--- src/hw/rtl/xfrp_pkg.sv ---
`timescale 1ns / 1ps
// ----------------------------------------------------------------------------
// xfrp_pkg
// Shared types and constants for the XOR-checked frame receive parser.
// ----------------------------------------------------------------------------
package xfrp_pkg;

  localparam logic [7:0] START_BYTE = 8'hBD;
  localparam logic [7:0] MIN_LENGTH = 8'd3;
  // The command and status bytes are counted by the length but are not body.
  localparam logic [7:0] HEADER_COUNT = 8'd2;

  typedef enum logic [2:0] {
    PH_IDLE   = 3'd0,
    PH_LENGTH = 3'd1,
    PH_CMD    = 3'd2,
    PH_STATUS = 3'd3,
    PH_BODY   = 3'd4
  } phase_t;

  typedef enum logic [2:0] {
    KIND_PAYLOAD = 3'd0,
    KIND_OK      = 3'd1,
    KIND_CSUM    = 3'd2,
    KIND_START   = 3'd3,
    KIND_LENGTH  = 3'd4
  } kind_t;

  typedef struct packed {
    kind_t      kind;
    logic [7:0] payload_byte;
    logic [7:0] frame_command;
    logic [7:0] frame_status;
    logic       frame_end;
  } result_t;

endpackage

--- src/hw/rtl/xfrp_in_stage.sv ---
`timescale 1ns / 1ps
// ----------------------------------------------------------------------------
// xfrp_in_stage
// Input register: holds one received byte until the parser consumes it.
// ----------------------------------------------------------------------------
module xfrp_in_stage import xfrp_pkg::*; (
  input  logic       clk,
  input  logic       rst_n,
  input  logic       in_valid,
  output logic       in_stall,
  input  logic [7:0] in_rx_byte,
  input  logic       consume,
  output logic       hold_valid,
  output logic [7:0] hold_byte
);

  logic       valid_r;
  logic       valid_nxt;
  logic [7:0] byte_r;
  logic       load;

  // A new byte may enter when the register is empty or is being drained.
  assign in_stall  = valid_r && !consume;
  assign load      = in_valid && !in_stall;
  assign valid_nxt = load || (valid_r && !consume);

  always_ff @(posedge clk) begin
    if (!rst_n) begin
      valid_r <= 1'b0;
    end else begin
      valid_r <= valid_nxt;
    end
  end

  always_ff @(posedge clk) begin
    if (load) begin
      byte_r <= in_rx_byte;
    end
  end

  assign hold_valid = valid_r;
  assign hold_byte  = byte_r;

endmodule

--- src/hw/rtl/xfrp_core.sv ---
`timescale 1ns / 1ps
// ----------------------------------------------------------------------------
// xfrp_core
// Frame state machine, running XOR and result formation for one byte.
// ----------------------------------------------------------------------------
module xfrp_core import xfrp_pkg::*; (
  input  logic       clk,
  input  logic       rst_n,
  input  logic       step,
  input  logic [7:0] rx_byte,
  output logic       res_valid,
  output result_t    res
);

  phase_t     phase_r, phase_nxt;
  logic [7:0] xor_r, xor_nxt;
  logic [7:0] left_r, left_nxt;
  logic [7:0] cmd_r, cmd_nxt;
  logic [7:0] status_r, status_nxt;
  logic [7:0] xor_sum;

  assign xor_sum = xor_r ^ rx_byte;

  always_comb begin
    phase_nxt  = phase_r;
    xor_nxt    = xor_sum;
    left_nxt   = left_r;
    cmd_nxt    = cmd_r;
    status_nxt = status_r;
    res_valid  = 1'b0;
    res        = '{kind: KIND_PAYLOAD, payload_byte: 8'd0, frame_command: 8'd0,
                   frame_status: 8'd0, frame_end: 1'b0};
    case (phase_r)
      PH_LENGTH: begin
        if (rx_byte < MIN_LENGTH) begin
          phase_nxt      = PH_IDLE;
          res_valid      = 1'b1;
          res.kind       = KIND_LENGTH;
          res.frame_end  = 1'b1;
        end else begin
          left_nxt  = rx_byte - HEADER_COUNT;
          phase_nxt = PH_CMD;
        end
      end
      PH_CMD: begin
        cmd_nxt   = rx_byte;
        phase_nxt = PH_STATUS;
      end
      PH_STATUS: begin
        status_nxt = rx_byte;
        phase_nxt  = PH_BODY;
      end
      PH_BODY: begin
        res_valid         = 1'b1;
        res.frame_command = cmd_r;
        res.frame_status  = status_r;
        if (left_r > 8'd1) begin
          left_nxt         = left_r - 8'd1;
          res.kind         = KIND_PAYLOAD;
          res.payload_byte = rx_byte;
        end else begin
          // Checksum byte: the whole frame must XOR to zero.
          left_nxt      = 8'd0;
          phase_nxt     = PH_IDLE;
          res.kind      = (xor_sum == 8'd0) ? KIND_OK : KIND_CSUM;
          res.frame_end = 1'b1;
        end
      end
      default: begin
        xor_nxt = rx_byte;
        if (rx_byte != START_BYTE) begin
          phase_nxt     = PH_IDLE;
          res_valid     = 1'b1;
          res.kind      = KIND_START;
          res.frame_end = 1'b1;
        end else begin
          phase_nxt = PH_LENGTH;
        end
      end
    endcase
  end

  always_ff @(posedge clk) begin
    if (!rst_n) begin
      phase_r  <= PH_IDLE;
      xor_r    <= 8'd0;
      left_r   <= 8'd0;
      cmd_r    <= 8'd0;
      status_r <= 8'd0;
    end else if (step) begin
      phase_r  <= phase_nxt;
      xor_r    <= xor_nxt;
      left_r   <= left_nxt;
      cmd_r    <= cmd_nxt;
      status_r <= status_nxt;
    end
  end

endmodule

--- src/hw/rtl/xor_frame_receive_parser.sv ---
`timescale 1ns / 1ps
// ----------------------------------------------------------------------------
// xor_frame_receive_parser
// Parses XOR-checked reply frames from a received byte stream.
// ----------------------------------------------------------------------------
// Usage: received bytes arrive on the in_ channel, one byte per transfer.
// Frames are 0xBD, length, command, status, payload bytes and a checksum.
// Each payload byte is passed out on the out_ channel; the checksum byte
// gives a frame-end result saying whether the frame XOR came to zero.
// A wrong start byte or a length below 3 gives an error result at once.
// Header bytes give no result.
// A result passes from the input register through the parse logic into
// the result register. Throughput is one byte per cycle while the
// receiver does not stall, set by the combinational parse step between
// the two registers.
// Reset (rst_n low, synchronous) empties both registers and returns the
// parser to idle with a cleared XOR. When the receiver stalls, the result
// register holds; the input register still takes one more byte, after
// which in_stall rises until the result is transferred.
// ----------------------------------------------------------------------------
module xor_frame_receive_parser import xfrp_pkg::*; (
  input  logic       clk,
  input  logic       rst_n,
  input  logic       in_valid,
  output logic       in_stall,
  input  logic [7:0] in_rx_byte,
  output logic       out_valid,
  input  logic       out_stall,
  output logic [2:0] out_kind,
  output logic [7:0] out_payload_byte,
  output logic [7:0] out_frame_command,
  output logic [7:0] out_frame_status,
  output logic       out_frame_end
);

  logic       hold_valid;
  logic [7:0] hold_byte;
  logic       step;
  logic       res_valid;
  result_t    res;
  logic       out_valid_r, out_valid_nxt;
  result_t    out_r;
  logic       out_free;

  assign out_free = !out_valid_r || !out_stall;
  assign step     = hold_valid && out_free;

  xfrp_in_stage u_in_stage (
    .clk       (clk),
    .rst_n     (rst_n),
    .in_valid  (in_valid),
    .in_stall  (in_stall),
    .in_rx_byte(in_rx_byte),
    .consume   (step),
    .hold_valid(hold_valid),
    .hold_byte (hold_byte)
  );

  xfrp_core u_core (
    .clk      (clk),
    .rst_n    (rst_n),
    .step     (step),
    .rx_byte  (hold_byte),
    .res_valid(res_valid),
    .res      (res)
  );

  always_comb begin
    out_valid_nxt = out_valid_r;
    if (out_free) begin
      out_valid_nxt = step && res_valid;
    end
  end

  always_ff @(posedge clk) begin
    if (!rst_n) begin
      out_valid_r <= 1'b0;
    end else begin
      out_valid_r <= out_valid_nxt;
    end
  end

  always_ff @(posedge clk) begin
    if (step && res_valid) begin
      out_r <= res;
    end
  end

  assign out_valid         = out_valid_r;
  assign out_kind          = out_r.kind;
  assign out_payload_byte  = out_r.payload_byte;
  assign out_frame_command = out_r.frame_command;
  assign out_frame_status  = out_r.frame_status;
  assign out_frame_end     = out_r.frame_end;

endmodule
--- config.mk ---
export PLATFORM = sky130hd
export DESIGN_NAME = xor_frame_receive_parser
export DESIGN_NICKNAME = d
export VERILOG_FILES = /design/src/hw/rtl/xfrp_pkg.sv /design/src/hw/rtl/xfrp_in_stage.sv /design/src/hw/rtl/xfrp_core.sv /design/src/hw/rtl/xor_frame_receive_parser.sv
export SDC_FILE = /design/constraint.sdc
export NUM_CORES = 1
export LEC_CHECK = 0
export BUFFER_PORTS_ARGS = -buffer_cell sky130_fd_sc_hd__buf_2
export CAP_MARGIN = 20
export CORE_MARGIN = 1
export CORE_UTILIZATION = 55
export CTS_BUF_LIST = sky130_fd_sc_hd__clkbuf_4 sky130_fd_sc_hd__clkbuf_8 sky130_fd_sc_hd__clkbuf_16
export CTS_CLUSTER_DIAMETER = 120
export DETAILED_ROUTE_END_ITERATION = 8
export HOLD_SLACK_MARGIN = 0.12
export PLACE_DENSITY = 0.76
export SKIP_LAST_GASP = 1
export SYNTH_ARGS = -nofsm -noshare
export SYNTH_HDL_FRONTEND = slang
export SYNTH_SLANG_ARGS = --single-unit
--- constraint.sdc ---
create_clock -name clk -period 4.3 [get_ports clk]
set_clock_uncertainty 0.1 [all_clocks]
set_input_delay 0.215 -clock clk [delete_from_list [all_inputs] [get_ports clk]]
set_output_delay 0.215 -clock clk [all_outputs]
set_load 0.01 [all_outputs]
==> flow_summary.toml, run 1 <==
[worst_setup_path]
required_ns = 4.21
critical_path_class = "flip-flop to flip-flop"
crit_slowest_cell = "xnor2_1"
crit_chain = "nor2_1 > xnor2_1 > o21ai_0 > nor2b_1 > a21oi_2 > buf_4"
crit_family = "XOR/XNOR gates"
cp.arrival_ns = 2.70
crit_path_end_kind = "flip-flop"
cp_max_fo = 28
critPathBufInv = 1
rr_startpoint = "u_core.phase_r[1]"
crit_path_start = "u_core.phase_r[1]"
startpoint_type = "flip-flop"
max_stage_delay_ns = 0.63

[place]
place.port_buffers = 41
place_congestion = 0.872
dp_cells = 421
placed_area_mm2 = 0.00365
dp_hpwl_um = 4480
preCtsSetupSlack_ns = 1.51

[job]
maxCapViolations = 0

[layout]
instances_no_fill = 446
antenna_cells = 0
areaGrowthSynthToFinish_pct = 15.5
nFillCells = 462
layout.nets = 381
multi_input_area_mm2 = 0.00149
final_common_cell = "buf_2"
drive_gt1_share_pct = 19.9
area.sequential_mm2 = 0.00182
final_cell_mix = "buf_2, dfxtp_1, edfxtp_1"
stdcell_area_mm2 = 0.00398

[status]
run_status = "finished clean"

[synthesis]
synth.distinct_cells = 58
synth_flop_cell = "dfxtp_1"
synth-edff-count = 36
synth_seq_cells = 73
syn_inst = 323
yosys_warnings = 0
syn_area_per_cell_um2 = 10.7
syn-num-nets = 338
synthArstFlopShare_pct = 0
synth_area_mm2 = 0.00345
synth-seq-area-share_pct = 52.8

[power]
ir_drop_mv = 0.235
leakage_nw = 1.53
pwr_density_cell_mw_per_mm2 = 378
swShare_pct = 21.7
internal-power_mw = 1.18
p_switching_uw = 326
comb_power_share_pct = 5.2
p_clk_share_pct = 43.8
power.sequential.fraction_pct = 50.9
total_power_mw = 1.50

[grt]
grt_pass1_vias = 2236
grt_first_pass_wirelength_um = 10800
grt_max_degree = 42
gr-total-overflow = 0
grt_util_all_layers_pct = 22.5
antenna_found_initial = 0

[routing]
wl_per_cell_um = 15.3
drc = 0
detail_route.first_pass.iterations = 4
vias_per_cell = 5.61
drt_iter0_drc = 113
routed_wirelength_um = 6800
num_vias = 2501
antenna_left = 0

[timing]
rsz0062_at_grt = "false"
layout_min_cycle_time_ns = 2.79
setup_ws_ns = 1.51
worst_pin_slew_ns = 0.932
tns_ns = 0
setup_violations = 0
clock.fmax_ghz = 0.358
maxSlewHeadroom_pct = 37.8
slew_viol_final = 0
hold_viol_final = 0
finalCritPeriodShare_pct = 64.9

[floorplan]
core_mm2 = 0.00599
dieArea_mm2 = 0.00659
ios = 42
die_w_um = 81.2
initial_core_util_pct = 57.6
row_count = 28
dieHeight_um = 81.2

[clock_network]
max-clock-path-buffers = 2
cts-root-buf = "clkbuf_8"
clk_pin_slew_worst_paths_ns = 0.08
ctsResizeCount = 0
cts_tree = "done"
cts.hold.buffers_added = 9
cts.htree.levels = 3
post-cts-setup-buffer-count = 0
numClockSinks = 73
clk_latency_ns = 0.35
cts_buffers = 9

[min_path]
hold_start = "out_stall"
hold_class = "input port to flip-flop"
==> worst register-to-register path, cell delays in order (launching register included) <==
cell	delay, ns
dfxtp_1	0.57
nor2_1	0.14
xnor2_1	0.63
o21ai_0	0.27
nor2b_1	0.23
a21oi_2	0.15
buf_4	0.34
==> final timing paths <==
path,cells past startpoint,slack (ns),endpoint
setup / recovery,6,1.51,out_frame_command[3]
hold / removal,3,0.21,out_valid
hold reg to reg,2,0.39,u_core.left_r[4]
setup reg to reg,6,1.51,out_frame_command[3]
==> power groups by stage <==
stage,combinational (mW),sequential [mW],clock [mW]
floorplan,0.0515,0.775,0
global placement,0.0719,0.781,0
detailed placement,0.0723,0.782,0
CTS,0.0788,0.766,0.668
global route,0.0869,0.769,0.691
finish,0.0788,0.766,0.659
==> sequential cells by signal, summed over array words and instances (netlist names) <==
register	count
out_payload_byte	8
u_core.phase_r	3
out_frame_status	8
u_in_stage.hold_valid	1
out_frame_command	8
u_core.cmd_r	8
u_core.left_r	8
u_core.status_r	8
out_valid	1
out_frame_end	1
u_core.xor_r	8
u_in_stage.hold_byte	8
out_kind	3
==> synthesized netlist by cell type, drive strengths merged (2+ instances only) <==
library cell	count	area, um2
o31ai	4	43.8
o21a	2	15.0
inv	6	22.5
nor3	8	50.1
nand3	12	65.1
mux2i	13	130
clkbuf	7	36.3
a21o	3	22.5
nand4	3	18.8
nor2	26	97.6
or4	4	37.5
o41ai	2	17.5
a21oi	12	60.1
o21ai	17	85.1
nor3b	4	41.3
ha	3	37.5
dfxtp	37	741
xnor2	13	114
nand2	20	75.1
edfxtp	36	1080
o32ai	2	25.0
a22oi	2	15.0
buf	11	62.6
a21boi	14	105
and2	22	138
nand2b	2	20.0
nor2b	19	119
==> final cells by class <==
type                       instances  share of cell area, %
clock buffer                      10                   3.30
clock inverter                     6                   2.89
timing repair buffer              52                   7.79
sequential                        73                   45.7
tap                               75                   2.36
multi-input combinational        224                   37.4
inverter                           6                  0.565
==> logic make-up after synthesis <==
kind of cell / synth area share (%)
adders and majority gates: 1.38
xor gates and xnor gates: 3.56
AOI/OAI and AO/OA: 13.1
muxes: 4.10
DFF: 52.8
and+or+nand+nor: 20.9
buffers and inverters: 4.10
==> per-stage QoR <==
stage	hold slack, ns	util (%)
global placement	0.293	60.9
CTS	0.183	66.5
global route	0.252	66.5
detailed placement	0.293	60.9
finish	0.207	66.5
floorplan	0.214	-
==> metal layers <==
| layer | vias to the layer above | global-route usage (%) | routed length [um] |
|---|---|---|---|
| li1 | 1236 | - | - |
| met1 | 1169 | 28.7 | 3050 |
| met2 | 84 | 35.6 | 3270 |
| met3 | 12 | 5.06 | 353 |
| met4 | 0 | 12.0 | 132 |
| met5 | - | 0 | 0 |
(Power assumes the default switching activity.)
==> inputs of run 2 (changes only) <==
==> constraint.sdc (replaced) <==
create_clock -name clk -period 2.75 [get_ports clk]
set_clock_uncertainty 0.1 [all_clocks]
set_input_delay 0.1375 -clock clk [delete_from_list [all_inputs] [get_ports clk]]
set_output_delay 0.1375 -clock clk [all_outputs]
set_load 0.01 [all_outputs]
==> run 2 against run 1 <==
Sequential share of layout area down 0.23 points. First-iteration DRC count is 19% higher. Hold slack gained 0.058 ns. Combinational power rose by 83%. Routed wire length rose by 6.2%. Power increased by 43%. Fmax increased by 15%. Sequential power is 55% higher. Clock power increased by 24%. Non-clock buffer count rose by 8. Die area stayed put. Critical endpoint is now out_kind[0].
==> flow_summary.toml, run 2 (synthesis results as in run 1) <==
[timing]
tns_ns = 0
hold_viol_final = 0
maxSlewHeadroom_pct = 51.4
rsz0062_at_grt = "false"
layout_min_cycle_time_ns = 2.42
clock.fmax_ghz = 0.412
finalCritPeriodShare_pct = 88.2
setup_violations = 0
slew_viol_final = 0
worst_pin_slew_ns = 0.723
whs_ns = 0.265

[power]
ir_drop_mv = 0.326
leakage_nw = 1.55
pwr_density_cell_mw_per_mm2 = 538

[floorplan]
dieHeight_um = 81.2
core_mm2 = 0.00599
ios = 42
dieArea_mm2 = 0.00659
row_count = 28
initial_core_util_pct = 57.6
die_w_um = 81.2

[worst_setup_path]
startpoint_type = "flip-flop"
cp_max_fo = 28
r2r_setup_slack_ns = 0.33
crit_slowest_cell = "edfxtp_1"
critical_path_class = "flip-flop to flip-flop"
crit_path_end_kind = "flip-flop"
required_ns = 2.70
cp.arrival_ns = 2.38
crit_family = "simple AND/OR/NAND/NOR gates"
max_stage_delay_ns = 0.56
r2r-end = "out_kind[0]"
rr_startpoint = "u_in_stage.hold_byte[5]"
critPathBufInv = 1
crit_chain = "nor4_2 > nand2_1 > nor3_1 > nor2b_1 > a21oi_2 > buf_12"
reg2regPathDepth = 6

[layout]
areaGrowthSynthToFinish_pct = 16.1
drive_gt1_share_pct = 21.4
stdcell_area_mm2 = 0.00400
antenna_cells = 0
layout.nets = 389
post-route-util_pct = 66.8
final_cell_mix = "buf_2, dfxtp_1, edfxtp_1"
final_common_cell = "buf_2"

[clock_network]
clk_pin_slew_worst_paths_ns = 0.07
ctsResizeCount = 0
cts-root-buf = "clkbuf_8"
cts.hold.buffers_added = 10
post-cts-setup-buffer-count = 0
cts.htree.levels = 3
cts_buffers = 9
clk_latency_ns = 0.35
numClockSinks = 73
max-clock-path-buffers = 2
cts_tree = "done"

[grt]
use_met1_pct = 29.1
grt-busiest-layer = "met2"
antenna_found_initial = 0
grt_max_degree = 42
grt_util_met3_pct = 5.84
grt_pass1_vias = 2398
grt_util_all_layers_pct = 23.9
grt_first_pass_wirelength_um = 11500
gr-total-overflow = 0
grt_util_met2_pct = 38.7

[status]
run_status = "finished clean"

[routing]
wl_per_cell_um = 15.9
antenna_left = 0
vias_per_cell = 5.62
detail_route.first_pass.iterations = 5
drt_iter0_drc = 135
routed_wirelength_um = 7230
drc = 0
num_vias = 2552

[place]
placed_area_mm2 = 0.00371
place_congestion = 0.973
place.port_buffers = 41
dp_hpwl_um = 4750

[job]
maxCapViolations = 0

[min_path]
hold_start = "rst_n"
worst_hold_path.endpoint = "out_valid"
hold_depth = 3
hold_class = "input port to flip-flop"
[run 2: cell count changes in the layout (fill, tap and decap cells not counted)]
cell,delta
clkinv_2,+3
clkinvlp_4,+1
clkinv_4,-1
buf_4,+6
dlygate4sd3_1,+1
bufinv_16,-2
inv_6,-1
buf_12,+1
[run 2: worst max-delay path by stage]
| stage | start | end | slack (ns) | cells after the start |
|---|---|---|---|---|
| after floorplan | u_in_stage.hold_byte[5] | out_frame_command[0] | 0.13 | 6 |
| after global placement | u_in_stage.hold_byte[5] | out_payload_byte[3] | 0.48 | 6 |
| after detailed placement | u_in_stage.hold_byte[5] | out_payload_byte[3] | 0.36 | 6 |
| after CTS | u_in_stage.hold_byte[5] | out_payload_byte[3] | 0.34 | 6 |
| after global routing | u_in_stage.hold_byte[5] | out_kind[0] | 0.18 | 6 |
| final | u_in_stage.hold_byte[5] | out_kind[0] | 0.33 | 6 |
[run 2: area by class of cell]
cell class,count,area (um2)
flip-flops and latches,73,1820
multi-input cells,224,1490
clock inverters,6,60.1
inverters,6,22.5
fillers,478,1990
well taps,75,93.8
clock buffers,10,131
repair buffers,60,385
[run 2: where the power goes]
part / internal, mW / switching, mW / leakage [nW] / total (mW)
sequential: 1.17 / 0.0204 / 0.632 / 1.19
combinational: 0.0645 / 0.0799 / 0.818 / 0.144
clock: 0.424 / 0.396 / 0.0955 / 0.820
total: 1.66 / 0.496 / 1.55 / 2.15
[run 2: metrics by stage]
| stage | power, mW | worst slack (ns) | cells |
|---|---|---|---|
| after CTS | 2.16 | 0.341 | 454 |
| after global routing | 2.22 | 0.176 | 454 |
| after detailed placement | 1.34 | 0.355 | 428 |
| after global placement | 1.34 | 0.478 | 428 |
| after floorplan | 1.29 | 0.135 | 323 |
| final | 2.15 | 0.325 | 454 |
[run 2: worst register-to-register path, cell delays in order, from the launching register on]
cell and delay [ns]:
edfxtp_1 0.56, nor4_2 0.39, nand2_1 0.09, nor3_1 0.41, nor2b_1 0.16, a21oi_2 0.21, buf_12 0.21
[run 2: routing by layer]
| layer | share of wire (%) | vias to the layer above |
|---|---|---|
| li1 | - | 1247 |
| met5 | 0 | - |
| met2 | 48 | 89 |
| met4 | 2.8 | 0 |
| met3 | 6.2 | 16 |
| met1 | 43 | 1200 |
==> inputs of run 3 (changes only) <==
--- a/config.mk
+++ b/config.mk
@@ -5,9 +5,8 @@
 export SDC_FILE = /design/constraint.sdc
 export NUM_CORES = 1
 export LEC_CHECK = 0
-export BUFFER_PORTS_ARGS = -buffer_cell sky130_fd_sc_hd__buf_2
+export BUFFER_PORTS_ARGS = -buffer_cell sky130_fd_sc_hd__clkbuf_2
 export CAP_MARGIN = 20
-export CORE_MARGIN = 1
 export CORE_UTILIZATION = 55
 export CTS_BUF_LIST = sky130_fd_sc_hd__clkbuf_4 sky130_fd_sc_hd__clkbuf_8 sky130_fd_sc_hd__clkbuf_16
 export CTS_CLUSTER_DIAMETER = 120
==> run 3 against run 2 <==
Core utilization up 0.67 points. Cell count down 0.22%. Power up 9.1%. Clock-buffer cell count down 1. Sequential cell count unchanged. Largest power group unchanged.
==> flow_summary.toml, run 3 (synthesis results as in run 1) <==
[worst_setup_path]
rr_startpoint = "u_in_stage.hold_byte[5]"
r2r_setup_slack_ns = 0.36
startpoint_type = "flip-flop"
cp_max_fo = 28
critPathBufInv = 1
crit_chain = "nor4_2 > nand2_1 > nor3_1 > nor2b_1 > a21oi_2 > buf_12"
critical_path_class = "flip-flop to flip-flop"
reg2regPathDepth = 6
crit_slowest_cell = "edfxtp_1"
crit_path_end_kind = "flip-flop"
crit_family = "simple AND/OR/NAND/NOR gates"
r2r-end = "out_frame_status[4]"
required_ns = 2.70
max_stage_delay_ns = 0.57
cp.arrival_ns = 2.34

[floorplan]
core_mm2 = 0.00599
ios = 42
dieHeight_um = 81.2
die_w_um = 81.2
row_count = 28
dieArea_mm2 = 0.00659
initial_core_util_pct = 57.6

[power]
power.sequential.fraction_pct = 50.6
leakage_nw = 1.58
internal-power_mw = 1.83
p_switching_uw = 514
pwr_density_cell_mw_per_mm2 = 581
comb_power_share_pct = 6.1
swShare_pct = 21.9
ir_drop_mv = 0.393
total_power_mw = 2.35
p_clk_share_pct = 43.3

[routing]
wl_per_cell_um = 16.2
antenna_left = 0
num_vias = 2541
vias_per_cell = 5.61
drt_iter0_drc = 123
drc = 0
routed_wirelength_um = 7320
detail_route.first_pass.iterations = 4

[clock_network]
cts.htree.levels = 3
cts_tree = "done"
cts-root-buf = "clkbuf_8"
clk_pin_slew_worst_paths_ns = 0.08
clk_latency_ns = 0.35
cts_buffers = 9
max-clock-path-buffers = 2
numClockSinks = 73
post-cts-setup-buffer-count = 0

[timing]
hold_viol_final = 0
slew_viol_final = 0
maxSlewHeadroom_pct = 50.4
worst_pin_slew_ns = 0.738
layout_min_cycle_time_ns = 2.39
finalCritPeriodShare_pct = 87.1
rsz0062_at_grt = "false"
clock.fmax_ghz = 0.418
tns_ns = 0
setup_violations = 0

[layout]
final_cell_mix = "clkbuf_2, dfxtp_1, edfxtp_1"
areaGrowthSynthToFinish_pct = 17.3
drive_gt1_share_pct = 21.4
layout.nets = 388
post-route-util_pct = 67.5
final_common_cell = "clkbuf_2"
antenna_cells = 0

[place]
place.port_buffers = 41
dp_hpwl_um = 4860
place_congestion = 0.950

[grt]
grt_util_all_layers_pct = 24.5
antenna_found_initial = 0
gr-total-overflow = 0
grt_max_degree = 42
grt_pass1_vias = 2423
grt_first_pass_wirelength_um = 11700

[min_path]
hold_class = "input port to flip-flop"
hold_depth = 3
hold_start = "out_stall"
worst_hold_path.endpoint = "out_valid"

[job]
maxCapViolations = 0

[status]
run_status = "finished clean"
run 3: through the flow:
step | cells | cell area, um2 | hold slack (ns) | worst slack (ns)
CTS | 453 | 4040 | 0.123 | 0.355
floorplan | 323 | 3450 | 0.136 | 0.135
finish | 453 | 4040 | 0.141 | 0.355
detailed placement | 428 | 3710 | 0.217 | 0.393
global placement | 428 | 3710 | 0.215 | 0.467
global route | 453 | 4040 | 0.169 | 0.175
run 3: routing by layer:
layer	global-route usage [%]	part of all wire, %	vias to the layer above
li1	-	-	1248
met1	29.6	44	1211
met2	42.0	50	65
met3	4.94	3.7	17
met4	10.9	2.4	0
met5	0	0	-
run 3: timing repair:
item | 4_1_cts | 5_1_grt
resized for setup | 0 | 0
hold buffers | 9 | 0
endpoints found under the hold margin | 9 | 0
run 3: cell type report:
type                    count  area, um2
repair buffers             59        375
well taps                  75       93.8
clock inverters             7        118
fillers                   494       1950
flip-flops and latches     73       1820
clock buffers               9        124
inverters                   6       22.5
multi-input cells         224       1490
run 3: tightest hold or removal path: cells and delay by family:
family	cells	cell delay, ns
AOI/OAI and AO/OA	2	0.29
buffers and inverters	1	0.11
run 3: worst max-delay path by stage:
stage                            startpoint                   end  slack (ns)  depth (start not counted)
floorplan           u_in_stage.hold_byte[5]  out_frame_command[0]        0.13                          6
global placement    u_in_stage.hold_byte[5]           out_kind[0]        0.47                          6
detailed placement  u_in_stage.hold_byte[5]   out_payload_byte[6]        0.39                          6
CTS                 u_in_stage.hold_byte[5]   out_frame_status[6]        0.36                          6
global route        u_in_stage.hold_byte[5]   out_frame_status[6]        0.17                          6
finish              u_in_stage.hold_byte[5]   out_frame_status[4]        0.36                          6
run 3: power groups by stage:
stage	sequential, mW	combinational [mW]	clock, mW
after floorplan	1.21	0.0808	0
after global placement	1.21	0.131	0
after detailed placement	1.21	0.132	0
after CTS	1.19	0.143	1.03
after global routing	1.19	0.155	1.07
final	1.19	0.143	1.02
